==> src/design/fqp_pkg.sv <==
// Shared constants for the key queue with promote-to-head.
package fqp_pkg;

    localparam int FUNC_W  = 2;
    localparam int KEY_W   = 30;
    localparam int STAT_W  = 2;
    localparam int COUNT_W = 5;

    localparam int DEPTH_DEF    = 16;
    localparam int KEY_BITS_DEF = 30;

    localparam logic [FUNC_W-1:0] FN_ENQ     = 2'd0;
    localparam logic [FUNC_W-1:0] FN_DEQ     = 2'd1;
    localparam logic [FUNC_W-1:0] FN_PEEK    = 2'd2;
    localparam logic [FUNC_W-1:0] FN_PROMOTE = 2'd3;

    localparam logic [STAT_W-1:0] ST_OK       = 2'd0;
    localparam logic [STAT_W-1:0] ST_EMPTY    = 2'd1;
    localparam logic [STAT_W-1:0] ST_FULL     = 2'd2;
    localparam logic [STAT_W-1:0] ST_NOTFOUND = 2'd3;

endpackage

==> src/design/fifo_queue_with_promote_unit.sv <==
// Top level of the key queue with enqueue, dequeue, peek and promote-to-head.
//
//  Channel   Signals                                Direction  Handshake
//  --------  -------------------------------------  ---------  ---------------------------
//  command   start, busy, func, key                 in         taken when start && !busy
//  result    done, status, head_key, count,         out        one-cycle strobe on done,
//            is_empty                                          cannot be held off
//
// Enqueue and every refused command give their result in the cycle after the
// transaction; dequeue and peek read the head key through the registered port.
// Promote scans from the head to a match (up to the fill), then, unless it is
// the head, moves each entry in front of it one place towards the tail and puts
// the key at the head. The single read and single write port of the key memory
// set these steps. Reset empties the queue at once; no clearing pass is needed,
// since only live entries are ever read. The receiver cannot stall; busy is low
// again in the cycle in which done is shown.
module fifo_queue_with_promote_unit #(
    parameter int DEPTH    = fqp_pkg::DEPTH_DEF,
    parameter int KEY_BITS = fqp_pkg::KEY_BITS_DEF
) (
    input  logic                        clk,
    input  logic                        rst_n,
    input  logic                        start,
    output logic                        busy,
    input  logic [fqp_pkg::FUNC_W-1:0]  func,
    input  logic [fqp_pkg::KEY_W-1:0]   key,
    output logic                        done,
    output logic [fqp_pkg::STAT_W-1:0]  status,
    output logic [fqp_pkg::KEY_W-1:0]   head_key,
    output logic [fqp_pkg::COUNT_W-1:0] count,
    output logic                        is_empty
);

    // Stored key width: keys are cut to KEY_BITS and to the port width.
    localparam int SW = (KEY_BITS < fqp_pkg::KEY_W) ? KEY_BITS : fqp_pkg::KEY_W;
    localparam int AW = (DEPTH > 1) ? $clog2(DEPTH) : 1;
    localparam int FW = $clog2(DEPTH + 1);

    localparam logic [2:0] S_IDLE  = 3'd0;
    localparam logic [2:0] S_HEAD  = 3'd1;
    localparam logic [2:0] S_SCAN  = 3'd2;
    localparam logic [2:0] S_SHIFT = 3'd3;
    localparam logic [2:0] S_PLACE = 3'd4;

    logic [2:0]                       state_reg, state_next;
    logic [FW-1:0]                    fill_reg, fill_next;
    logic [AW-1:0]                    head_reg, head_next;
    logic [AW-1:0]                    idx_reg, idx_next;
    logic [fqp_pkg::FUNC_W-1:0]       func_reg, func_next;
    logic [SW-1:0]                    key_reg, key_next;
    logic                             done_reg, done_next;
    logic [fqp_pkg::STAT_W-1:0]       status_reg, status_next;
    logic [fqp_pkg::KEY_W-1:0]        hkey_reg, hkey_next;

    logic          mem_we;
    logic [AW-1:0] wr_off, rd_off;
    logic [AW-1:0] mem_waddr, mem_raddr;
    logic [SW-1:0] mem_wdata, mem_rdata;

    // The queue lives in a ring: logical offset 0 is the head slot.
    function automatic logic [AW-1:0] ring_addr(input logic [AW-1:0] base,
                                                input logic [AW-1:0] off);
        logic [AW:0] sum;
        sum = {1'b0, base} + {1'b0, off};
        if (sum >= (AW+1)'(DEPTH))
        begin
            sum = sum - (AW+1)'(DEPTH);
        end
        return sum[AW-1:0];
    endfunction

    assign mem_waddr = ring_addr(head_reg, wr_off);
    assign mem_raddr = ring_addr(head_reg, rd_off);

    fqp_mem #(
        .DEPTH (DEPTH),
        .WIDTH (SW)
    ) u_mem (
        .clk   (clk),
        .we    (mem_we),
        .waddr (mem_waddr),
        .wdata (mem_wdata),
        .raddr (mem_raddr),
        .rdata (mem_rdata)
    );

    always_comb
    begin
        state_next  = state_reg;
        fill_next   = fill_reg;
        head_next   = head_reg;
        idx_next    = idx_reg;
        func_next   = func_reg;
        key_next    = key_reg;
        done_next   = 1'b0;
        status_next = status_reg;
        hkey_next   = hkey_reg;
        mem_we      = 1'b0;
        wr_off      = idx_reg;
        rd_off      = '0;
        mem_wdata   = key_reg;

        unique case (state_reg)
            S_IDLE:
            begin
                if (start)
                begin
                    func_next = func;
                    key_next  = key[SW-1:0];
                    idx_next  = '0;
                    hkey_next = '0;
                    unique case (func)
                        fqp_pkg::FN_ENQ:
                        begin
                            done_next = 1'b1;
                            if (fill_reg == FW'(DEPTH))
                            begin
                                status_next = fqp_pkg::ST_FULL;
                            end
                            else
                            begin
                                mem_we      = 1'b1;
                                wr_off      = fill_reg[AW-1:0];
                                mem_wdata   = key[SW-1:0];
                                fill_next   = fill_reg + FW'(1);
                                status_next = fqp_pkg::ST_OK;
                            end
                        end
                        fqp_pkg::FN_DEQ, fqp_pkg::FN_PEEK:
                        begin
                            if (fill_reg == '0)
                            begin
                                done_next   = 1'b1;
                                status_next = fqp_pkg::ST_EMPTY;
                            end
                            else
                            begin
                                state_next = S_HEAD;
                            end
                        end
                        fqp_pkg::FN_PROMOTE:
                        begin
                            if (fill_reg == '0)
                            begin
                                done_next   = 1'b1;
                                status_next = fqp_pkg::ST_NOTFOUND;
                            end
                            else
                            begin
                                state_next = S_SCAN;
                            end
                        end
                    endcase
                end
            end

            S_HEAD:
            begin
                // The head key arrives from the memory this cycle.
                hkey_next   = fqp_pkg::KEY_W'(mem_rdata);
                status_next = fqp_pkg::ST_OK;
                done_next   = 1'b1;
                state_next  = S_IDLE;
                if (func_reg == fqp_pkg::FN_DEQ)
                begin
                    head_next = (head_reg == AW'(DEPTH - 1)) ? '0 : head_reg + AW'(1);
                    fill_next = fill_reg - FW'(1);
                end
            end

            S_SCAN:
            begin
                if (mem_rdata == key_reg)
                begin
                    if (idx_reg == '0)
                    begin
                        status_next = fqp_pkg::ST_OK;
                        done_next   = 1'b1;
                        state_next  = S_IDLE;
                    end
                    else
                    begin
                        rd_off     = idx_reg - AW'(1);
                        state_next = S_SHIFT;
                    end
                end
                else if (FW'(idx_reg) + FW'(1) == fill_reg)
                begin
                    status_next = fqp_pkg::ST_NOTFOUND;
                    done_next   = 1'b1;
                    state_next  = S_IDLE;
                end
                else
                begin
                    idx_next = idx_reg + AW'(1);
                    rd_off   = idx_reg + AW'(1);
                end
            end

            S_SHIFT:
            begin
                // Move the entry in front of idx one place towards the tail.
                mem_we    = 1'b1;
                wr_off    = idx_reg;
                mem_wdata = mem_rdata;
                if (idx_reg == AW'(1))
                begin
                    state_next = S_PLACE;
                end
                else
                begin
                    idx_next = idx_reg - AW'(1);
                    rd_off   = idx_reg - AW'(2);
                end
            end

            S_PLACE:
            begin
                mem_we      = 1'b1;
                wr_off      = '0;
                mem_wdata   = key_reg;
                status_next = fqp_pkg::ST_OK;
                done_next   = 1'b1;
                state_next  = S_IDLE;
            end

            default:
            begin
                state_next = S_IDLE;
            end
        endcase
    end

    always_ff @(posedge clk or negedge rst_n)
    begin
        if (!rst_n)
        begin
            state_reg <= S_IDLE;
            fill_reg  <= '0;
            head_reg  <= '0;
            done_reg  <= 1'b0;
        end
        else
        begin
            state_reg <= state_next;
            fill_reg  <= fill_next;
            head_reg  <= head_next;
            done_reg  <= done_next;
        end
    end

    always_ff @(posedge clk)
    begin
        idx_reg    <= idx_next;
        func_reg   <= func_next;
        key_reg    <= key_next;
        status_reg <= status_next;
        hkey_reg   <= hkey_next;
    end

    assign busy     = (state_reg != S_IDLE);
    assign done     = done_reg;
    assign status   = status_reg;
    assign head_key = hkey_reg;
    assign count    = fqp_pkg::COUNT_W'(fill_reg);
    assign is_empty = (fill_reg == '0);

endmodule

==> src/design/fqp_mem.sv <==
// Key storage: one write port and one read port with registered read data.
module fqp_mem #(
    parameter int DEPTH = fqp_pkg::DEPTH_DEF,
    parameter int WIDTH = fqp_pkg::KEY_BITS_DEF
) (
    input  logic                     clk,
    input  logic                     we,
    input  logic [$clog2(DEPTH)-1:0] waddr,
    input  logic [WIDTH-1:0]         wdata,
    input  logic [$clog2(DEPTH)-1:0] raddr,
    output logic [WIDTH-1:0]         rdata
);

    logic [WIDTH-1:0] mem [DEPTH];
    logic [WIDTH-1:0] rdata_reg;

    always_ff @(posedge clk)
    begin
        if (we)
        begin
            mem[waddr] <= wdata;
        end
    end

    always_ff @(posedge clk)
    begin
        rdata_reg <= mem[raddr];
    end

    assign rdata = rdata_reg;

endmodule

==> config.mk <==
export PLATFORM = sky130hd
export DESIGN_NAME = fifo_queue_with_promote_unit
export DESIGN_NICKNAME = d
export VERILOG_FILES = /design/src/design/fqp_pkg.sv /design/src/design/fifo_queue_with_promote_unit.sv /design/src/design/fqp_mem.sv
export SDC_FILE = /design/constraint.sdc
export NUM_CORES = 1
export LEC_CHECK = 0
export BUFFER_PORTS_ARGS = -buffer_cell sky130_fd_sc_hd__buf_2
export CORE_ASPECT_RATIO = 1.75
export CORE_UTILIZATION = 40
export DETAILED_ROUTE_END_ITERATION = 10
export PLACE_DENSITY_LB_ADDON = 0.1
export SLEW_MARGIN = 0
export SYNTH_ARGS = -nofsm -noshare
export SYNTH_HDL_FRONTEND = slang
export SYNTH_SLANG_ARGS = --single-unit
==> constraint.sdc <==
create_clock -name clk -period 6.65 [get_ports clk]
set_input_delay 0.3325 -clock clk [delete_from_list [all_inputs] [get_ports clk]]
set_output_delay 0.3325 -clock clk [all_outputs]
set_load 0.02 [all_outputs]
==> impl_results.md <==
- DP Cell Count: 2147
- Die Height: 325 um
- Clk sinks: 591
- Hold Crit Class: in2reg
- Final setup vio count: 0
- Adder-cell share of the synthesized area: 1.25%
- CP Data Arrival Time: 5.88 ns
- Iter 0 DRT Violations: 1005
- Final wirelength: 65300 um
- Final Hold Viols: 0
- Top reg by flops: u_mem.mem
- Crit Path Max Fanout: 30
- Metal3 WL: 3080 um
- Mux share of post-synthesis cell area: 11.6%
- Final Cycle Share: 81.6%
- Clock Latency Late Sink: 0.59 ns
- Slew @ Worst Pin: 1.11 ns
- Post-synthesis xor/xnor area fraction: 2.07%
- Number of synthesized flops with an enable pin: 548
- Crit end category: register
- Gp weighted congestion: 0.804
- Startpoint types: register
- Vias in the first global route: 13600
- Initial antenna violation count: 1
- Post-Syn Area: 23900 um^2
- DR top layer: met4
- Tot Pwr: 15.9 mW
- R2R cell count: 14
- Mapped Cells: 1332
- Final net count: 1513
- PwrDens: 579 nW/um^2
- Ports: 75
- CP required: 7.10 ns
- Max Root-Sink Buffers: 3
- Routed via count: 13000
- Max Slew Vio Count: 0
- Vias per cell: 5.68
- FFs w/ async S/R, synth: 2.20%
- Largest family of logic cells by synthesized area: multiplexers
- PortBufs: 74
- Largest net degree at the start of global routing: 82
- CTS tree: yes
- Largest register FFs: 480
- Sw Share: 38.5%
- Max VDD drop: 766 uV
- WL per Instance: 28.6 um
- Max-Cap Viols: 0
- Syn-to-layout area delta: 14.8%
- Leak: 9.18 nW
- DRC violations left: 0
- Mapped Avg Cell Area: 17.9 um^2
- Rows: 118
- Num CTS Buffers: 55
- GRT overflow: 0
- Crit path launch: key_reg[18]
- H-tree Lvls: 2
- Area leader, netlist: edfxtp_1
- Worst r2r dst: u_mem.rdata[25]
- Period minus WS final: 5.43 ns
- Global-route wire length before repair: 94500 um
- Synth top area share: 68.8%
- P_int: 9.78 mW
- Top post-synthesis cells by area: edfxtp_1, mux4_2, nand2_1
- Most common cell after layout, fill and taps aside: edfxtp_1
- Part of the power in combinational logic: 47.2%
- Outcome: complete, no violations
- DR WL met2: 33900 um
- Slew Limit Headroom: 25.3%
- Layout cells sized above 1: 23.2%
- R2r startpoint: key_reg[18]
- Root Buffer: clkbuf_16
- Detailed Place HPWL: 36100 um
- Post-synthesis compound-gate area fraction: 5.32%
- Setup crit end: u_mem.rdata[25]
- FF-to-FF setup slack: 1.22 ns
- RSZ-0062 raised after global routing: false
- Core box area: 59100 um^2
- Yosys warning total: 0
- M1 wire length: 26800 um
- Global-route usage over all layers: 21.7%
- Initial core utilization: 40.5%
- Syn Nets: 1389
- Clock power share: 19.0%
- Pre-Repair DR Iteration Count: 5
- Most frequent cells in the layout: edfxtp_1, nand2_1, mux4_2
- Simple-Gate Fraction of Synth Area: 5.29%
- Type of the worst setup path: reg2reg
- Synth cell types: 62
- Post-route insts no fill: 2282
- P_sw: 6.12 mW
- DRT antenna net count: 0
- Die width: 187 um
- Sum Neg Setup Slack: 0 ns
- Post-synthesis register bit count: 591
- WHS: 0.0330 ns
- Sequential cell fraction of total power: 33.7%
- Layout Skew: 0.0116 ns
- Filler cells: 5110
- F_max: 184 MHz
- Register clock-pin slew on the reported worst setup and hold paths: 0.06 ns
- Post-synth top flop: edfxtp_1
- Die area: 60800 um^2
- Sequential-to-total area share from yosys stat: 72.7%
[final cells by class]
| cell class | instances | area [um^2] | area share, % |
|---|---|---|---|
| clock inverters | 29 | 214 | 0.780 |
| repair buffers | 144 | 1040 | 3.78 |
| inverters | 15 | 56.3 | 0.205 |
| diodes | 1 | 2.50 | 0.00912 |
| flip-flops and latches | 591 | 17400 | 63.3 |
| well taps | 780 | 976 | 3.56 |
| clock buffers | 73 | 1470 | 5.37 |
| multi-input cells | 649 | 6300 | 23.0 |
[synthesized netlist by cell type (all sizes together) (2+ instances only)]
cell / count
a211o: 30
a21o: 4
a21oi: 10
a22oi: 30
a31oi: 3
and3: 31
and4: 3
buf: 34
clkbuf: 43
dfrtp: 13
dfxtp: 30
edfxtp: 548
fa: 3
ha: 19
inv: 15
mux2i: 7
mux4: 120
nand2: 168
nand2b: 2
nand3: 5
nand3b: 2
nand4: 4
nor2: 27
nor2b: 3
nor3: 20
nor3b: 3
nor4: 8
o211ai: 61
o21ai: 11
o221ai: 2
o22ai: 3
or2: 2
or3: 2
xnor2: 11
xor2: 41
[power by group through the flow]
stage               sequential [mW]  clock, mW  combinational, mW
finish                         5.36       3.02               7.51
global route                   5.42       3.23               8.09
CTS                            5.38       3.10               7.70
detailed placement             5.45          0               7.67
global placement               5.44          0               7.67
floorplan                      5.43          0               5.20
[worst max-delay path: stages, from the launching register on]
cell      delay, ns
edfxtp_1       0.41
xor2_1         0.16
nor4_1         0.61
nand4_1        0.43
o21ai_0        0.57
nor2_1         0.17
a32oi_1        0.20
o221ai_1       0.16
ha_1           0.42
a21oi_1        0.20
xor2_1         0.29
and4_2         0.80
nor2_4         0.02
buf_4          0.33
o211ai_1       0.48
[per-layer routing]
metal / vias up / GRT usage (%)
met5: - / 0
met4: 0 / 6.25
met3: 82 / 3.12
met2: 380 / 38.4
met1: 6934 / 27.6
li1: 5572 / -
[cell families (layout without fill, tap and decap cells)]
family,count (synthesis),in the layout
buf+inv,92,261
flops,591,591
simple gates,281,281
other cells,0,1
xor+xnor,53,53
mux,128,128
compound gates,165,165
fa+ha+maj,22,22
[repair_timing]
action                                  CTS  global route
hold endpoints to repair                 44             0
endpoints found under the setup margin    0             0
resized for setup                         0             0
hold buffers                             32             0
setup buffers                             0             0
[metrics by stage]
step	utilization, %	setup WS, ns	instance area (um^2)
floorplan	-	1.45	23900
global placement	43.1	1.20	25400
detailed placement	43.1	1.20	25400
CTS	46.5	1.19	27400
global route	46.5	1.02	27400
finish	46.5	1.22	27400
[worst min-delay path by stage]
stage             endpoint  slack (ns)  startpoint  depth (start not counted)
2_1_floorplan     count[0]        0.04       rst_n                          0
3_3_place_gp      count[3]        0.27       rst_n                          1
3_5_place_dp      count[3]        0.27       rst_n                          1
4_1_cts        key_reg[22]        0.02     key[22]                          1
5_1_grt        key_reg[22]        0.02     key[22]                          1
6_report       key_reg[22]        0.03     key[22]                          1
Power figures use the tool's default switching activity.
